**config.mk**
```make
export PLATFORM = sky130hd
export DESIGN_NAME = uart_8250_register_model_core
export DESIGN_NICKNAME = d
export VERILOG_FILES = /design/src/rtl/u8250_pkg.sv /design/src/rtl/u8250_front.sv /design/src/rtl/u8250_queue.sv /design/src/rtl/u8250_back.sv /design/src/rtl/uart_8250_register_model_core.sv
export SDC_FILE = /design/constraint.sdc
export NUM_CORES = 2
export LEC_CHECK = 0
export BUFFER_PORTS_ARGS = -buffer_cell sky130_fd_sc_hd__buf_4
export CAP_MARGIN = 10
export CORE_AREA = 2 2 429 431
export CTS_BUF_LIST = sky130_fd_sc_hd__clkbuf_2
export DETAILED_ROUTE_END_ITERATION = 10
export DIE_AREA = 0 0 431 433
export GPL_ROUTABILITY_DRIVEN = 0
export HOLD_SLACK_MARGIN = 0.08
export PLACE_DENSITY = 0.62
export SLEW_MARGIN = 15
export SYNTH_ARGS = -nofsm -noshare
export SYNTH_HDL_FRONTEND = slang
export SYNTH_SLANG_ARGS = --single-unit
```
**constraint.sdc**
```tcl
create_clock -name clock -period 5.51 [get_ports clock]
set_input_delay 1.3775 -clock clock [delete_from_list [all_inputs] [get_ports clock]]
set_output_delay 1.3775 -clock clock [all_outputs]
set_load 0.1 [all_outputs]
```
**src/rtl/u8250_pkg.sv**
```systemverilog
// ----------------------------------------------------------------------------
// u8250_pkg: shared types and constants of the 8250 register model
// Operation and offset codes, command kinds and the decoded command record
// passed from the front end through the command queue to the back end.
// ----------------------------------------------------------------------------
package u8250_pkg;

   // request field widths
   localparam int OP_W     = 2;
   localparam int OFS_W    = 3;
   localparam int SIZE_W   = 3;
   localparam int WDATA_W  = 32;
   localparam int BYTE_W   = 8;
   localparam int LANES    = 4;
   localparam int REQ_TDATA_W = 48;   // 3 + 3 + 32 + 8 = 46, padded to bytes
   localparam int RSP_TDATA_W = 72;   // 32 + 32 + 3 + 1 + 1 = 69, padded

   // operation codes
   localparam logic [OP_W-1:0] OP_RX    = 2'd0;
   localparam logic [OP_W-1:0] OP_READ  = 2'd1;
   localparam logic [OP_W-1:0] OP_WRITE = 2'd2;

   // register offsets in the port window
   localparam logic [OFS_W-1:0] OFS_DATA = 3'd0;   // RBR / THR
   localparam logic [OFS_W-1:0] OFS_IER  = 3'd1;
   localparam logic [OFS_W-1:0] OFS_LCR  = 3'd3;
   localparam logic [OFS_W-1:0] OFS_LSR  = 3'd5;

   // line status bits
   localparam logic [BYTE_W-1:0] LSR_DATA_READY = 8'h01;
   localparam logic [BYTE_W-1:0] LSR_TX_EMPTY   = 8'h20;
   localparam logic [BYTE_W-1:0] LSR_IDLE       = 8'h40;

   typedef enum logic [3:0] {
      CMD_NOP    = 4'd0,
      CMD_RX     = 4'd1,
      CMD_POP    = 4'd2,
      CMD_RD_IER = 4'd3,
      CMD_RD_LCR = 4'd4,
      CMD_RD_LSR = 4'd5,
      CMD_WR_IER = 4'd6,
      CMD_WR_LCR = 4'd7,
      CMD_TX     = 4'd8,
      CMD_ERR    = 4'd9
   } cmd_kind_type;

   typedef struct packed {
      cmd_kind_type       kind;
      logic [2:0]         lanes;  // saturated access size, 0..4
      logic [WDATA_W-1:0] data;   // rx byte, masked tx bytes or register byte
   } cmd_type;

endpackage

```
**src/rtl/u8250_front.sv**
```systemverilog
// ----------------------------------------------------------------------------
// u8250_front: request decode
// Takes a request apart and classifies it into one command for the back end.
// ----------------------------------------------------------------------------
module u8250_front
   import u8250_pkg::*;
(
   input  logic                req_tvalid,
   output logic                req_tready,
   input  logic [OP_W-1:0]     operation,
   input  logic [OFS_W-1:0]    reg_offset,
   input  logic [SIZE_W-1:0]   xfer_size,
   input  logic [WDATA_W-1:0]  write_data,
   input  logic [BYTE_W-1:0]   rx_byte,
   output logic                push,
   input  logic                queue_ready,
   output cmd_type             cmd
);

   logic [2:0]         lanes;
   logic [WDATA_W-1:0] tx_masked;

   assign req_tready = queue_ready;
   assign push       = req_tvalid && queue_ready;

   assign lanes = (xfer_size > 3'd4) ? 3'd4 : xfer_size;

   always_comb begin
      for (int i = 0; i < LANES; i++) begin
         tx_masked[i*BYTE_W +: BYTE_W] =
            (3'(i) < lanes) ? write_data[i*BYTE_W +: BYTE_W] : '0;
      end
   end

   always_comb begin
      cmd.kind  = CMD_NOP;
      cmd.lanes = lanes;
      cmd.data  = '0;
      case (operation)
         OP_RX: begin
            cmd.kind = CMD_RX;
            cmd.data = {24'd0, rx_byte};
         end
         OP_READ: begin
            case (reg_offset)
               OFS_DATA: cmd.kind = CMD_POP;
               OFS_IER:  cmd.kind = CMD_RD_IER;
               OFS_LCR:  cmd.kind = CMD_RD_LCR;
               OFS_LSR:  cmd.kind = CMD_RD_LSR;
               default:  cmd.kind = CMD_NOP;
            endcase
         end
         OP_WRITE: begin
            case (reg_offset)
               OFS_DATA: begin
                  cmd.kind = CMD_TX;
                  cmd.data = tx_masked;
               end
               OFS_IER: begin
                  cmd.kind = (xfer_size == 3'd1) ? CMD_WR_IER : CMD_ERR;
                  cmd.data = {24'd0, write_data[BYTE_W-1:0]};
               end
               OFS_LCR: begin
                  cmd.kind = (xfer_size == 3'd1) ? CMD_WR_LCR : CMD_ERR;
                  cmd.data = {24'd0, write_data[BYTE_W-1:0]};
               end
               default: cmd.kind = CMD_NOP;
            endcase
         end
         default: cmd.kind = CMD_NOP;
      endcase
   end

endmodule

```
**src/rtl/u8250_queue.sv**
```systemverilog
// ----------------------------------------------------------------------------
// u8250_queue: two-entry command queue
// Decouples request decode from execution; push and pop may share a cycle.
// ----------------------------------------------------------------------------
module u8250_queue
   import u8250_pkg::*;
(
   input  logic    clock,
   input  logic    reset,
   input  logic    push,
   input  cmd_type push_cmd,
   output logic    not_full,
   output logic    head_valid,
   input  logic    pop_ready,
   output cmd_type head_cmd
);

   cmd_type    slot_ff [2];
   logic       wr_ptr_ff, wr_ptr_in;
   logic       rd_ptr_ff, rd_ptr_in;
   logic [1:0] count_ff, count_in;
   logic       pop;

   assign not_full   = (count_ff != 2'd2);
   assign head_valid = (count_ff != 2'd0);
   assign head_cmd   = slot_ff[rd_ptr_ff];
   assign pop        = head_valid && pop_ready;

   always_comb begin
      wr_ptr_in = push ? ~wr_ptr_ff : wr_ptr_ff;
      rd_ptr_in = pop  ? ~rd_ptr_ff : rd_ptr_ff;
      count_in  = count_ff + {1'b0, push} - {1'b0, pop};
   end

   always_ff @(posedge clock) begin
      if (reset) begin
         wr_ptr_ff <= 1'b0;
         rd_ptr_ff <= 1'b0;
         count_ff  <= 2'd0;
      end else begin
         wr_ptr_ff <= wr_ptr_in;
         rd_ptr_ff <= rd_ptr_in;
         count_ff  <= count_in;
      end
   end

   always_ff @(posedge clock) begin
      if (push) begin
         slot_ff[wr_ptr_ff] <= push_cmd;
      end
   end

endmodule

```
**src/rtl/u8250_back.sv**
```systemverilog
// ----------------------------------------------------------------------------
// u8250_back: command execution and response register
// Holds IER/LCR and the receive ring. The ring is four byte-wide banks
// filled round robin, so one data read pops up to four bytes in a cycle.
// ----------------------------------------------------------------------------
module u8250_back
   import u8250_pkg::*;
#(
   parameter int RX_DEPTH = 256
)
(
   input  logic                   clock,
   input  logic                   reset,
   input  logic                   cmd_valid,
   output logic                   cmd_ready,
   input  cmd_type                cmd,
   output logic                   rsp_tvalid,
   input  logic                   rsp_tready,
   output logic [RSP_TDATA_W-1:0] rsp_tdata
);

   localparam int BANK_DEPTH = (RX_DEPTH + LANES - 1) / LANES;
   localparam int BANK_AW    = (BANK_DEPTH > 1) ? $clog2(BANK_DEPTH) : 1;
   localparam int CNT_W      = $clog2(RX_DEPTH + 1);

   typedef struct packed {
      logic               pop;
      logic [1:0]         rot;
      logic [2:0]         npop;
      logic [BYTE_W-1:0]  imm;
      logic [WDATA_W-1:0] tx_data;
      logic [2:0]         tx_count;
      logic               err;
      logic               drop;
   } out_meta_type;

   logic                 issue;
   logic                 full;
   logic                 is_pop;
   logic                 wr_en;
   logic [2:0]           npop;
   logic [2:0]           npop_eff;
   logic [LANES-1:0]     rd_en;

   logic [CNT_W-1:0]     count_ff, count_in;
   logic [1:0]           wbank_ff, wbank_in;
   logic [1:0]           rbank_ff, rbank_in;
   logic [BANK_AW-1:0]   wr_addr_ff [LANES];
   logic [BANK_AW-1:0]   wr_addr_in [LANES];
   logic [BANK_AW-1:0]   rd_addr_ff [LANES];
   logic [BANK_AW-1:0]   rd_addr_in [LANES];
   logic [BYTE_W-1:0]    bank_q_ff [LANES];
   logic [BYTE_W-1:0]    ier_ff;
   logic [BYTE_W-1:0]    lcr_ff;
   logic                 rsp_valid_ff, rsp_valid_in;
   out_meta_type         meta_ff, meta_in;
   logic [WDATA_W-1:0]   pop_data;
   logic [WDATA_W-1:0]   read_data;

   function automatic logic [BANK_AW-1:0] bank_next(input logic [BANK_AW-1:0] a);
      return (a == BANK_AW'(BANK_DEPTH - 1)) ? '0 : a + 1'b1;
   endfunction

   assign cmd_ready = !rsp_valid_ff || rsp_tready;
   assign issue     = cmd_valid && cmd_ready;

   assign full     = (count_ff == CNT_W'(RX_DEPTH - 1));
   assign is_pop   = (cmd.kind == CMD_POP);
   assign wr_en    = issue && (cmd.kind == CMD_RX) && !full;
   assign npop     = (count_ff < CNT_W'(cmd.lanes)) ? count_ff[2:0] : cmd.lanes;
   assign npop_eff = (issue && is_pop) ? npop : 3'd0;

   always_comb begin
      for (int b = 0; b < LANES; b++) begin
         // bank b holds the (b - rbank)-th byte in pop order
         rd_en[b]      = ({1'b0, 2'(b) - rbank_ff} < npop_eff);
         rd_addr_in[b] = rd_en[b] ? bank_next(rd_addr_ff[b]) : rd_addr_ff[b];
         wr_addr_in[b] = (wr_en && (wbank_ff == 2'(b))) ? bank_next(wr_addr_ff[b])
                                                       : wr_addr_ff[b];
      end
      count_in = count_ff + CNT_W'(wr_en) - CNT_W'(npop_eff);
      rbank_in = rbank_ff + npop_eff[1:0];
      wbank_in = wbank_ff + {1'b0, wr_en};
   end

   always_comb begin
      meta_in          = '0;
      meta_in.pop      = is_pop;
      meta_in.rot      = rbank_ff;
      meta_in.npop     = is_pop ? npop : 3'd0;
      meta_in.drop     = (cmd.kind == CMD_RX) && full;
      meta_in.err      = (cmd.kind == CMD_ERR);
      meta_in.tx_data  = (cmd.kind == CMD_TX) ? cmd.data : '0;
      meta_in.tx_count = (cmd.kind == CMD_TX) ? cmd.lanes : 3'd0;
      case (cmd.kind)
         CMD_RD_IER: meta_in.imm = ier_ff;
         CMD_RD_LCR: meta_in.imm = lcr_ff;
         CMD_RD_LSR: meta_in.imm = (count_ff != '0) ? (LSR_IDLE | LSR_DATA_READY)
                                                   : (LSR_IDLE | LSR_TX_EMPTY);
         default:    meta_in.imm = '0;
      endcase
      rsp_valid_in = issue ? 1'b1 : (rsp_valid_ff && !rsp_tready);
   end

   // receive ring banks
   for (genvar g = 0; g < LANES; g++) begin : g_bank
      logic [BYTE_W-1:0] bank_mem [BANK_DEPTH];

      always_ff @(posedge clock) begin
         if (wr_en && (wbank_ff == 2'(g))) begin
            bank_mem[wr_addr_ff[g]] <= cmd.data[BYTE_W-1:0];
         end
         if (rd_en[g]) begin
            bank_q_ff[g] <= bank_mem[rd_addr_ff[g]];
         end
      end
   end

   always_ff @(posedge clock) begin
      if (reset) begin
         count_ff     <= '0;
         wbank_ff     <= '0;
         rbank_ff     <= '0;
         ier_ff       <= '0;
         lcr_ff       <= '0;
         rsp_valid_ff <= 1'b0;
         for (int b = 0; b < LANES; b++) begin
            wr_addr_ff[b] <= '0;
            rd_addr_ff[b] <= '0;
         end
      end else begin
         count_ff     <= count_in;
         wbank_ff     <= wbank_in;
         rbank_ff     <= rbank_in;
         rsp_valid_ff <= rsp_valid_in;
         for (int b = 0; b < LANES; b++) begin
            wr_addr_ff[b] <= wr_addr_in[b];
            rd_addr_ff[b] <= rd_addr_in[b];
         end
         if (issue && (cmd.kind == CMD_WR_IER)) begin
            ier_ff <= cmd.data[BYTE_W-1:0];
         end
         if (issue && (cmd.kind == CMD_WR_LCR)) begin
            lcr_ff <= cmd.data[BYTE_W-1:0];
         end
      end
   end

   always_ff @(posedge clock) begin
      if (issue) begin
         meta_ff <= meta_in;
      end
   end

   // popped bytes come back from the banks rotated by the head bank
   always_comb begin
      for (int k = 0; k < LANES; k++) begin
         pop_data[k*BYTE_W +: BYTE_W] =
            (3'(k) < meta_ff.npop) ? bank_q_ff[meta_ff.rot + 2'(k)] : '0;
      end
      read_data = meta_ff.pop ? pop_data : {24'd0, meta_ff.imm};
   end

   assign rsp_tvalid = rsp_valid_ff;
   assign rsp_tdata  = {3'd0, meta_ff.drop, meta_ff.err, meta_ff.tx_count,
                        meta_ff.tx_data, read_data};

endmodule

```
**src/rtl/uart_8250_register_model_core.sv**
```systemverilog
// ----------------------------------------------------------------------------
// uart_8250_register_model_core: 8250-style UART register file with rx ring
// Requests on req_* are receive bytes, bus reads or bus writes of the
// eight-byte register window; each yields exactly one response on rsp_*.
// A request is decoded by the front end into a two-entry command queue; the
// back end executes one command per cycle unless a held response stalls it,
// and registers the response. An accepted request is decoded into a queue
// slot, then executed from the queue into the response register.
// Throughput: one request per cycle, sustained while rsp_tready stays high;
// a data read pops up to four bytes in one cycle from four round-robin banks.
// Ring capacity is RX_DEPTH-1 bytes; a receive into a full ring is dropped
// and flagged.
// Reset clears IER, LCR, the ring pointers and both handshakes; ring
// contents are not cleared and no clearing pass is needed.
// When rsp_tready is low the response holds, the back end stops, and the
// queue absorbs up to two more requests before req_tready drops.
// ----------------------------------------------------------------------------
module uart_8250_register_model_core
   import u8250_pkg::*;
#(
   parameter int RX_DEPTH = 256
)
(
   input  logic                   clock,
   input  logic                   reset,
   input  logic                   req_tvalid,
   output logic                   req_tready,
   input  logic [REQ_TDATA_W-1:0] req_tdata,  // reg_offset, xfer_size, write_data, rx_byte
   input  logic [OP_W-1:0]        req_tuser,  // operation
   output logic                   rsp_tvalid,
   input  logic                   rsp_tready,
   output logic [RSP_TDATA_W-1:0] rsp_tdata   // read_data, tx_data, tx_count,
                                              // access_error, rx_dropped
);

   logic    push;
   logic    queue_ready;
   cmd_type push_cmd;
   logic    head_valid;
   logic    head_ready;
   cmd_type head_cmd;

   u8250_front u_front (
      .req_tvalid  (req_tvalid),
      .req_tready  (req_tready),
      .operation   (req_tuser),
      .reg_offset  (req_tdata[2:0]),
      .xfer_size   (req_tdata[5:3]),
      .write_data  (req_tdata[37:6]),
      .rx_byte     (req_tdata[45:38]),
      .push        (push),
      .queue_ready (queue_ready),
      .cmd         (push_cmd)
   );

   u8250_queue u_queue (
      .clock      (clock),
      .reset      (reset),
      .push       (push),
      .push_cmd   (push_cmd),
      .not_full   (queue_ready),
      .head_valid (head_valid),
      .pop_ready  (head_ready),
      .head_cmd   (head_cmd)
   );

   u8250_back #(
      .RX_DEPTH (RX_DEPTH)
   ) u_back (
      .clock      (clock),
      .reset      (reset),
      .cmd_valid  (head_valid),
      .cmd_ready  (head_ready),
      .cmd        (head_cmd),
      .rsp_tvalid (rsp_tvalid),
      .rsp_tready (rsp_tready),
      .rsp_tdata  (rsp_tdata)
   );

endmodule
```
=== After elaboration in Yosys (flattened, before gate mapping) ===
Memories as Yosys holds them, arrays and structs flattened. A register that Yosys moved wholly into a read port is not among the register bits.
Cells that the tools add are included.
W data, S select, Z words.

* Bits in registers: 85
* Memory bits (writable): 2206
* Logic and storage cells: 191
* Memories kept: 8

* Add/subtract/negate cells: 21
* Order comparisons: 14
* Eq/ne operators: 28
* Mux-type cells: 70
* Bitwise operators: 10
* Reductions and logical operators: 23

{| class="wikitable"
|+ Memory list
! name !! words !! bits a word !! read ports !! clocked after memory_dff !! wr ports !! RTL line !! source
|-
| u_back.g_bank[0].bank_mem || 64 || 8 || 1 || 0 || 1 || u8250_back.sv:107 || <nowiki>logic [BYTE_W-1:0] bank_mem [BANK_DEPTH];</nowiki>
|-
| u_back.g_bank[1].bank_mem || 64 || 8 || 1 || 0 || 1 || u8250_back.sv:107 ||
|-
| u_back.g_bank[2].bank_mem || 64 || 8 || 1 || 0 || 1 || u8250_back.sv:107 ||
|-
| u_back.g_bank[3].bank_mem || 64 || 8 || 1 || 0 || 1 || u8250_back.sv:107 ||
|-
| u_queue.slot_ff || 2 || 39 || 1 || 1 || 1 || u8250_queue.sv:18 || <nowiki>cmd_type slot_ff [2];</nowiki>
|-
| u_back.bank_q_ff || 4 || 8 || 4 || 1 || 4 || u8250_back.sv:52 || <nowiki>logic [BYTE_W-1:0] bank_q_ff [LANES];</nowiki>
|-
| 2 more memories || n/a || n/a || n/a || n/a || n/a || n/a ||
|}

{| class="wikitable"
|+ Operators by type and width
! kind !! count
|-
| $mux W6 || 25
|-
| $pmux W32 S2 || 2
|-
| $mux W8 || 8
|-
| $add A6 B1 Y6 const B || 8
|-
| $eq A6 B6 Y1 const B || 8
|-
| $mux W32 || 1
|-
| $mux W1 || 24
|-
| $pmux W4 S3 || 2
|-
| $pmux W8 S3 || 1
|-
| $eq A4 B3 Y1 const B || 4
|-
| $logic_and A1 B1 Y1 || 13
|-
| $lt A1 B3 Y1 const A || 4
|-
| $lt A2 B3 Y1 || 4
|-
| $lt A2 B3 Y1 const A || 4
|-
| $pmux W3 S4 || 1
|-
| $add A9 B1 Y9 || 1
|-
| $eq A9 B8 Y1 const B || 1
|-
| $lt A9 B3 Y1 || 1
|-
| $mux W3 || 3
|-
| $reduce_bool A9 Y1 || 1
|-
| $sub A9 B3 Y9 || 1
|-
| $eq A4 B2 Y1 const B || 2
|-
| $eq A4 B4 Y1 const B || 2
|-
| $mux W4 || 2
|-
| 24 further kinds || 43
|}

=== Logic depth before layout (Yosys ltp) ===
* Depth in word-level cells: 8
* Gate-level depth with buffers: 21
* Mapped depth without buffers: 20

=== Hierarchy ===
A second synthesis with hierarchy kept.

* Cell total of the unflattened synthesis: 4559
* Area total of the unflattened synthesis: 90599.4 um^2

{| class="wikitable"
|+ Modules (own cells, without submodules)
! module !! times used !! cells an instance !! area each (um^2) !! seq. area each (um^2)
|-
| u8250_back || 1 || 4350 || 87028.5 || 65592.9
|-
| u8250_queue || 1 || 144 || 3100.5 || 2442.3
|-
| u8250_front || 1 || 65 || 470.5 || 0.0
|}

=== Worst setup path before layout ===
Ideal clock, no wire load.

* Path kind: input port to flip-flop
* Start point: in rsp_tready
* End point: reg u_back.count_ff[8]
* Library setup time: 121 ps
* Data arrival time: 4977 ps
* Data required time: 5389 ps
* Slack: 413 ps
* Cell stages on the path: 12
* Path buffers: 0
* Cells stage by stage: nand2b_1 -> nand2_1 -> inv_1 -> nand2_1 -> ha_1 -> ha_1 -> nor2b_1 -> o21ai_0 -> a21oi_1 -> o21ba_2 -> o41ai_1 -> mux2_2

* Longest elaborated chain between the ends: 6
* Elaborated cells between the ends (all ways): 8

{| class="wikitable"
|+ Ends and longest elaborated chain
! item !! RTL line !! source
|-
| start: declaration || uart_8250_register_model_core.sv:31 || <nowiki>input logic rsp_tready,</nowiki>
|-
| $logic_or A1 B1 Y1 * || u8250_back.sv:64 || <nowiki>assign cmd_ready = !rsp_valid_ff || rsp_tready;</nowiki>
|-
| $logic_and A1 B1 Y1 * || u8250_back.sv:65 || <nowiki>assign issue = cmd_valid && cmd_ready;</nowiki>
|-
| via u_back.issue || u8250_back.sv:37 || <nowiki>logic issue;</nowiki>
|-
| $logic_and A1 B1 Y1 (2 in series) || u8250_back.sv:69 || <nowiki>assign wr_en = issue && (cmd.kind == CMD_RX) && !full;</nowiki>
|-
| $add A9 B1 Y9 || u8250_back.sv:81 || <nowiki>count_in = count_ff + CNT_W'(wr_en) - CNT_W'(npop_eff);</nowiki>
|-
| $sub A9 B3 Y9 * || u8250_back.sv:81 ||
|-
| end signal: assignment || u8250_back.sv:132 || <nowiki>count_ff <= count_in;</nowiki>
|-
| end: declaration || u8250_back.sv:45 || <nowiki>logic [CNT_W-1:0] count_ff, count_in;</nowiki>
|}

The timed path passes the listed nets; every way through them passes the cells marked *.
A chain may end at the register's enable or synchronous reset.

=== Worst setup path after layout ===
* Start point: reg u_back.meta_ff[47] in the netlist's numbering
* End point: out rsp_tdata[18]

* Longest elaborated chain between the ends: 3

{| class="wikitable"
|+ Ends and longest elaborated chain
! item !! RTL line !! source
|-
| start: declaration || u8250_back.sv:56 || <nowiki>out_meta_type meta_ff, meta_in;</nowiki>
|-
| start signal: assignment || u8250_back.sv:151 || <nowiki>meta_ff <= meta_in;</nowiki>
|-
| $lt A2 B3 Y1 || u8250_back.sv:159 || <nowiki>(3'(k) < meta_ff.npop) ? bank_q_ff[meta_ff.rot + 2'(k)] : '0;</nowiki>
|-
| $mux W8 || u8250_back.sv:159 ||
|-
| $mux W32 || u8250_back.sv:161 || <nowiki>read_data = meta_ff.pop ? pop_data : {24'd0, meta_ff.imm};</nowiki>
|-
| end: declaration || uart_8250_register_model_core.sv:32 || <nowiki>output logic [RSP_TDATA_W-1:0] rsp_tdata</nowiki>
|}

No other way between the ends.

==> results.toml <==
[job]
drv_cap = 0

[timing]
setup_ws_ns = 0.200
worst_clock_skew_ns = 0.125
finalSetupViolCount = 0
fin_crit_sh = 0.964
timing.fmax_ghz = 0.188
fin_setup_tns_ns = 0
period_needed_ns = 5.31
hold_viol = 0
slew_violations = 0
worst_pin_slew_ns = 1.21
rsz0062_at_grt = "false"
relSlewSlack = 0.194

[finish]
drive_gt1_frac = 0.361
syn2layout_area_growth_pct = 10.9
finalNetCount = 5106
layout_commonest_cell = "edfxtp_1"
final_cell_mix = "edfxtp_1 (2209), clkbuf_2 (872), mux4_2 (672), nor2_1 (385), buf_4 (289)"

[setup_path]
cp-end-kind = "output port"
cp_max_fo = 11
cp_slowest_cell = "edfxtp_1"
critPathArrivalTime_ns = 3.93
start_kind = "register"
path_buf_inv = 1
cpLargestDelayFamily = "compound AO/OA/AOI/OAI gates"
path_cells = "o21ai_2 > o21bai_2 > nor2b_1 > buf_4"
worst-setup-path-type = "register to output port"
max_stage_delay_ns = 0.61
required_ns = 4.13

[placed_design]
port_buffers = 122
dp_hpwl_um = 122000
pre_cts_slack_ns = 0.733

[global_route]
grtUsageTotal = 0.224
grt_max_degree = 162
grt_overflow = 0
antenna_found_initial = 6
grt_first_pass_wirelength_um = 306000
grt_pass1_vias = 46827

[yosys]
synth-async-reset-ratio = 0
synthCells = 4325
synth_flop_cell = "edfxtp_1"
synth_seq_cells = 2294
synth.avg_cell_area_um2 = 21.0
synth_edf_count = 2209
seq_area_frac_synth = 0.750
synth_warnings = 0
synth_area_um2 = 90700
synth_cell_types = 76

[power]
p_switching_mw = 12.8
p_leak_nw = 32.3
switching_share = 0.314
p_int_mw = 27.9
power_mw = 40.7
clkPwrFrac = 0.271
power.density_nw_per_um2 = 405
peakVddDrop_mv = 0.380
pwr-share-comb = 0.198
pwr-share-seq = 0.531

[floorplanning]
core-area_um2 = 182000
die_x_um = 431
die-area_um2 = 187000
die_height_um = 433
initial_core_util = 0.498
core.rowCount = 157
io_pins = 128

[clocking]
cts_tree = "done"
root_buffer = "clkbuf_2"
htreeDepth = 6
clk_pin_slew_ns = 0.11
clock_path_buffers = 4
cts_buffers = 591
insertion_delay_ns = 1.81
cts.sinks = 2294

[run_status]
status = "complete, no violations"

[detailed_routing]
wire_per_inst_um = 26.7
via_count = 45218
dr.first_iter.drc_count = 4101
dr.pass1.iters = 6
ant_nets = 0
vias_per_cell = 5.80
drcViolationCount = 0
wl_um = 208000

[min_path]
min_path_type = "input port to register"
worst reg2reg max path, delay by kind of cell (launching register included):
kind | cells | cell delay (ns)
AOI/OAI and AO/OA | 6 | 1.07
adders and majority gates | 4 | 1.18
buffers and inverters | 3 | 0.21
DFF | 1 | 0.52
muxes | 2 | 0.66
and+or+nand+nor | 5 | 1.12
kinds of logic after synthesis:
| group | after synthesis | share of synthesized area |
|---|---|---|
| AO/OA/AOI/OAI | 203 | 0.0159 |
| XOR/XNOR | 24 | 0.00232 |
| adder cells (fa/ha/maj) | 41 | 0.00574 |
| buffers and inverters | 339 | 0.0168 |
| flip-flops | 2294 | 0.750 |
| multiplexers | 716 | 0.172 |
| other | 1 | 0.0000413 |
| AND/OR/NAND/NOR | 707 | 0.0374 |
synthesized netlist by cell type, drive strengths merged, types with 15 or more instances:
library cell  count  area (um^2)
o21ai            19         95.1
nand2            92          350
nor2b            38          238
dfxtp            85         1700
nor3             19          149
a21oi            40          200
buf             154          828
or3              21          131
nor2            386         1450
clkbuf          116          437
xor2             15          131
and3             16          100
nand3            30          150
mux2i            42          420
and2             35          219
a22oi            64          480
ha               40          500
nand3b           18          135
edfxtp         2209        66300
inv              69          259
mux4            672        15100
power by group through the flow:
stage | Clock [mW] | Sequential (mW) | Combinational [mW]
floorplan | 0 | 22.1 | 5.60
global placement | 0 | 22.0 | 7.95
detailed placement | 0 | 22.0 | 8.11
CTS | 11.4 | 21.6 | 8.19
global route | 12.3 | 21.7 | 8.54
finish | 11.0 | 21.6 | 8.05
cell type report:
cell class                 instances  area, um^2
antenna                           14        35.0
clock buffer                     872        4360
clock inverter                   112         537
fill                           14071       81500
inverter                          69         319
multi-input combinational       1694       21200
sequential                      2294       68100
tap                             2385        2980
timing repair buffer             361        3040
per-layer routing:
metal,share of wire,wire (um),vias up,track usage
li1,-,-,19522,-
met1,0.42,87300,23689,0.312
met2,0.49,101000,1672,0.354
met3,0.064,13400,333,0.0453
met4,0.029,5990,2,0.0831
met5,0.000062,13,-,0
worst paths after layout:
path                           start                endpoint  slack [ns]  depth (start not counted)
hold / removal          req_tdata[5]  u_queue.slot_ff[1][34]        0.40                          2
setup / recovery  u_back.meta_ff[47]           rsp_tdata[18]        0.20                          4
setup reg to reg            register      u_back.count_ff[8]        0.60                         20
hold reg to reg     u_back.lcr_ff[1]        u_back.lcr_ff[1]        0.50                          2
through the flow:
stage          hold slack, ns  area [um^2]  std cells  utilization
5_1_grt                 0.188       101000       7800        0.552
3_5_place_dp            0.482        95000       6745        0.522
2_1_floorplan           0.455        90700       4327            -
4_1_cts                 0.156       101000       7787        0.552
3_3_place_gp            0.469        95000       6745        0.522
6_report                0.396       101000       7801        0.552
registers in the layout (all words and copies together), names as in the netlist, named ones only:
register	count
u_back.lcr_ff	8
u_queue.slot_ff	78
u_back.wbank_ff	2
u_back.g_bank.bank_mem	2048
u_back.ier_ff	8
u_back.rd_addr_ff	24
u_back.count_ff	9
u_back.rsp_tvalid	1
u_queue.wr_ptr_ff	1
u_back.rsp_tdata	37
u_queue.rd_ptr_ff	1
u_queue.count_ff	2
u_back.meta_ff	14
u_back.bank_q_ff	32
u_back.wr_addr_ff	24
u_back.rbank_ff	2
what timing repair did:
| item | in CTS | in global routing |
|---|---|---|
| hold endpoints to repair | 112 | 0 |
| setup buffers | 1 | 0 |
| setup endpoints to repair | 21 | 0 |
| gates resized for setup | 11 | 0 |
| hold buffers | 57 | 0 |
Note: power is estimated with default switching activity, not from simulation.
